$ cat src/design/conv3_pkg.sv
// Shared constants and types for the 3x3 RGB convolution block.
// No dependencies; used by the lane, line buffer and top level.
package conv3_pkg;

  localparam int MAX_WIDTH_DEF = 1024;
  localparam int PIX_W         = 8;
  localparam int PLANES        = 3;
  localparam int TAPS          = 9;
  localparam int WCALC         = 14;
  localparam int HCALC         = 13;
  localparam int ROW_W         = 12;
  localparam int DIV_W         = 12;
  localparam int CFG_DATA_W    = 24;
  localparam int CFG_IDX_W     = 3;
  localparam logic [HCALC-1:0] HEIGHT_LIMIT = 13'd4096;

  localparam logic [CFG_IDX_W-1:0] REG_COEF0  = 3'd0;
  localparam logic [CFG_IDX_W-1:0] REG_COEF1  = 3'd1;
  localparam logic [CFG_IDX_W-1:0] REG_COEF2  = 3'd2;
  localparam logic [CFG_IDX_W-1:0] REG_DIV    = 3'd3;
  localparam logic [CFG_IDX_W-1:0] REG_WIDTH  = 3'd4;
  localparam logic [CFG_IDX_W-1:0] REG_HEIGHT = 3'd5;

  // status of one plane lane toward the merge stage
  typedef struct packed {
    logic             done;
    logic [PIX_W-1:0] value;
  } lane_out_t;

endpackage

$ cat src/design/conv3_lane.sv
// One colour-plane lane: row-by-row multiply-accumulate, then saturating
// restoring division one quotient bit per cycle. Uses conv3_pkg.
module conv3_lane (
  input  logic                            clk,
  input  logic                            rst,
  input  logic                            start,
  input  logic [conv3_pkg::PIX_W-1:0]     pix  [conv3_pkg::TAPS],
  input  logic signed [7:0]               coef [conv3_pkg::TAPS],
  input  logic [conv3_pkg::DIV_W-1:0]     div,
  output conv3_pkg::lane_out_t            status
);

  localparam logic [1:0] L_IDLE = 2'd0;
  localparam logic [1:0] L_MAC  = 2'd1;
  localparam logic [1:0] L_DIV  = 2'd2;
  localparam logic [1:0] L_DONE = 2'd3;

  logic [1:0]          state;
  logic [2:0]          cnt;
  logic signed [19:0]  acc;
  logic [18:0]         rem;
  logic [18:0]         dsh;
  logic [7:0]          quo;
  logic signed [18:0]  row_sum;
  logic [3:0]          base;

  // sum of the three products of the current kernel row
  always_comb begin
    base = {2'b0, cnt[1:0]} * 4'd3;
    row_sum = ($signed({11'b0, pix[base]})        * 19'(coef[base]))
            + ($signed({11'b0, pix[base + 4'd1]}) * 19'(coef[base + 4'd1]))
            + ($signed({11'b0, pix[base + 4'd2]}) * 19'(coef[base + 4'd2]));
  end

  // sequence accumulate, saturate check and divide
  always_ff @(posedge clk) begin
    if (rst) begin
      state <= L_IDLE;
      cnt   <= '0;
    end else begin
      unique case (state)
        L_IDLE, L_DONE: begin
          if (start) begin
            state <= L_MAC;
            cnt   <= '0;
            acc   <= '0;
          end
        end
        L_MAC: begin
          if (cnt == 3'd3) begin
            // truncation toward zero of a non-positive sum clamps to zero
            if (acc <= 20'sd0) begin
              quo   <= '0;
              state <= L_DONE;
            end else if ({1'b0, acc[18:0]} >= {div, 8'b0}) begin
              quo   <= 8'hFF;
              state <= L_DONE;
            end else begin
              rem   <= acc[18:0];
              dsh   <= {div, 7'b0};
              quo   <= '0;
              cnt   <= '0;
              state <= L_DIV;
            end
          end else begin
            acc <= acc + 20'(row_sum);
            cnt <= cnt + 3'd1;
          end
        end
        L_DIV: begin
          if (rem >= dsh) begin
            rem <= rem - dsh;
            quo <= {quo[6:0], 1'b1};
          end else begin
            quo <= {quo[6:0], 1'b0};
          end
          dsh <= dsh >> 1;
          cnt <= cnt + 3'd1;
          if (cnt == 3'd7) begin
            state <= L_DONE;
          end
        end
        default: state <= L_IDLE;
      endcase
    end
  end

  assign status.done  = (state == L_DONE);
  assign status.value = quo;

endmodule

$ cat config.mk
export PLATFORM = sky130hd
export DESIGN_NAME = conv3_lane
export DESIGN_NICKNAME = d
export VERILOG_FILES = /design/src/design/conv3_pkg.sv /design/src/design/conv3_lane.sv
export SDC_FILE = /design/constraint.sdc
export NUM_CORES = 1
export LEC_CHECK = 0
export BUFFER_PORTS_ARGS = -buffer_cell sky130_fd_sc_hd__buf_4
export CAP_MARGIN = 20
export CORE_UTILIZATION = 55
export CTS_CLUSTER_DIAMETER = 80
export DETAILED_ROUTE_END_ITERATION = 10
export GPL_TIMING_DRIVEN = 0
export PLACE_DENSITY = 0.83
export SLEW_MARGIN = 20
export SYNTH_ARGS = -nofsm -noshare
export SYNTH_HDL_FRONTEND = slang
export SYNTH_SLANG_ARGS = --single-unit
$ cat constraint.sdc
create_clock -name clk -period 10.3 [get_ports clk]
set_input_delay 3.09 -clock clk [delete_from_list [all_inputs] [get_ports clk]]
set_output_delay 3.09 -clock clk [all_outputs]
set_load 0.005 [all_outputs]
==> reports/results.tsv <==
stage	metric	value	unit
critical_path	Worst EP arrival	10.08	ns
global_routing	initial antenna violation count	0	
floorplanning	Die Wd	168	um
yosys	Synth Flop Type	edfxtp_1	
critical_path	Max FO, Critical Path	8	
global_routing	GRT met2 Usage	50.1	%
yosys	synthesis-stage register bit count	71	
timing	slack of the critical path	0.415	ns
critical_path	Worst EP required	10.50	ns
routing	via count	12800	
timing	f_max	101	MHz
final_layout	Final Util	63.8	%
final_layout	most frequent cells in the layout	352 x inv_1, 187 x fa_1, 171 x buf_4	
yosys	compound-cell area share of the yosys netlist	11.0	%
flow_run	max-cap violations	0	
critical_path	FF-to-FF Start	cnt[0]	
critical_path	kind of critical path	primary input to flop	
final_layout	NumNets Final	2274	
final_layout	commonest non-fill, non-tap cell in the layout	inv_1	
timing	Final min period	9.88	ns
yosys	Synth Warn #	0	
timing	RSZ-0062 raised after global routing	false	
final_layout	layout cells sized above 1	19.4	%
timing	final hold violations	0	
yosys	Simple-Gate Fraction of Synth Area	12.5	%
critical_path	flop-to-flop setup slack	1.22	ns
timing	final setup fails	0	
routing	Wirelength per Cell	20.4	um
global_routing	GR Util met3	6.65	%
clocking	CTS Buf Count	9	
place	Final Wtd Congestion	1.01	
global_routing	GR Util met1	41.7	%
floorplanning	Die Y	168	um
clocking	Clock Tree Root	clkbuf_16	
floorplanning	die area	0.0284	mm2
timing	relative slew slack	29.8	%
floorplanning	Core ar.	0.0270	mm2
yosys	XOR/XNOR share of the synthesized area	1.49	%
yosys	number of synthesized flops with an enable pin	66	
routing	Post-Route WL	43.0	mm
clocking	Clock transition at path regs	0.05	ns
routing	drt pass-1 iters	6	
clocking	CTS tree	done	
global_routing	vias in the first global route	13200	
timing	Final Skew	0.00486	ns
timing	Setup TNS	0	ns
timing	Max Slew Vio Count	0	
yosys	syn nets	2092	
yosys	Post-Synth Adder-Cell Area	38.4	%
floorplanning	Site Rows	60	
yosys	combinational family with the most area after synthesis	adder cells	
yosys	Mapped Avg Cell Area	9.65	um2
status	run status	finished, final reports clean	
floorplanning	Ports	168	
place	DP Wirelength	35.8	mm
yosys	Distinct cells, synth	78	
yosys	multiplexer share of the synthesized area	12.5	%
timing	Final Cycle Share	96.0	%
worst_hold_path	hold path cells	2	
clocking	setup bufs post-CTS	0	
global_routing	grt peak-use layer	met2	
global_routing	largest net degree at the start of global routing	20	
yosys	sequential share of the synthesized area	13.7	%
global_routing	Tot GR Track Use	31.1	%
yosys	Synth Instances	1578	
clocking	cts repair resizes	0	
yosys	ys async rst share	0	%
routing	DRT iter0 DRCs	1435	
clocking	clock tree buffer depth	2	
clocking	H-tree lvl count	3	
timing	Tightest Pin Transition	1.05	ns
global_routing	first-pass GRT wire length	68.4	mm
place	pre-CTS setup slack	0.188	ns
yosys	Post-Syn Area	0.0152	mm2
clocking	hold buffer count at cts	0	
floorplanning	Starting Density	56.3	%
worst_hold_path	Worst Hold Launch	dsh[6]	
critical_path	worst r2r dst	acc[19]	
clocking	# clock sinks	71	
place	Buffers on Ports	166	
final_layout	Layout Area Growth over Synthesis	13.2	%
routing	DRT antenna net count	0	
clocking	worst skew pair latency	0.33	ns
worst_hold_path	worst hold endpoint	dsh[5]	
critical_path	R2R depth	27	
routing	post-route DRC violation count	0	
final_layout	n_diodes	0	
critical_path	startpoint types	primary input	
global_routing	total grt overflow	0	
worst_hold_path	Worst Hold Class	flop to flop	
critical_path	CP endpoint kind	flop	
routing	via/cell ratio	6.08	
==> cells in the mapped netlist, drive strengths merged (3+ instances only) <==
library cell / count / area [um2]
a211oi: 8 / 82.6
a21boi: 3 / 22.5
a21o: 24 / 180
a21oi: 53 / 273
a22o: 13 / 114
a22oi: 3 / 46.3
a31oi: 19 / 241
and2: 33 / 206
and3: 5 / 31.3
buf: 30 / 184
clkbuf: 20 / 75.1
dfxtp: 5 / 100
edfxtp: 66 / 1980
fa: 187 / 3740
ha: 168 / 2100
inv: 353 / 1330
mux2: 12 / 135
mux2i: 8 / 80.1
mux4: 75 / 1690
nand2: 109 / 409
nand2b: 18 / 113
nand3: 8 / 40.0
nand4: 5 / 31.3
nor2: 142 / 533
nor2b: 24 / 150
nor3: 32 / 165
nor4: 5 / 52.6
o211a: 3 / 30.0
o21a: 10 / 75.1
o21ai: 37 / 189
o21bai: 4 / 30.0
o22a: 3 / 26.3
o22ai: 18 / 113
o31ai: 5 / 51.3
or2: 9 / 56.3
or3: 5 / 32.5
or4: 4 / 30.0
xnor2: 16 / 148
xor2: 9 / 78.8
==> cell type report <==
cell class	count	area (um2)
Buffer	50	259
Clock buffer	10	229
Clock inverter	5	73.8
Fill cell	2185	9790
Inverter	354	1330
Multi-Input combinational cell	1103	11600
Sequential cell	71	2080
Tap cell	341	427
Timing Repair Buffer	171	1270
==> logic make-up (layout without fill, tap and decap cells) <==
logic type,Yosys count,after routing
xor gates and xnor gates,25,25
muxes,95,95
DFF,71,71
AOI/OAI and AO/OA,222,222
and+or+nand+nor,406,406
adders and majority gates,355,355
buffers and inverters,404,590
==> metal layers <==
layer	wire length (um)	vias to the layer above	share of wire, %
li1	-	5598	-
met1	16700	6315	39
met2	20300	727	47
met3	4280	159	9.9
met4	1800	0	4.2
met5	0	-	0
==> stage by stage <==
stage               cells  area, um2  hold slack, ns
floorplan            1578      15200           0.507
global placement     2085      16900           0.524
detailed placement   2089      16900           0.536
CTS                  2104      17200           0.546
global route         2105      17200           0.575
finish               2105      17200           0.549
==> worst max-delay path by stage <==
stage | start | slack [ns] | depth (start not counted) | to
final | pix[24] | 0.42 | 22 | acc[19]
after detailed placement | pix[24] | 0.19 | 23 | acc[19]
after global placement | pix[24] | 0.32 | 24 | acc[16]
after CTS | pix[24] | 0.51 | 22 | acc[19]
after global routing | pix[24] | 0.17 | 23 | acc[19]
after floorplan | pix[27] | 0.95 | 24 | acc[16]
==> critical path, stage by stage <==
cell	delay [ns]
buf_4	0.11
mux4_2	0.46
a21oi_1	0.15
nor2_1	0.06
a31oi_2	0.61
nand2_1	0.18
fa_1	0.54
fa_1	0.52
inv_1	0.06
fa_1	0.55
fa_1	0.45
fa_1	0.49
fa_1	0.51
inv_1	0.05
fa_1	0.47
inv_1	0.04
ha_1	0.34
o21ai_0	0.19
o21ai_2	0.31
a31oi_1	0.26
or4_1	0.53
nand3_1	0.09
==> flip-flops by register name, indices dropped and copies added (netlist names) <==
name,count
acc,20
cnt,3
dsh,19
quo,8
rem,19
state,2
Power is not shown: default switching activity piles up to over one toggle a cycle in this logic, so the estimate is an artifact.
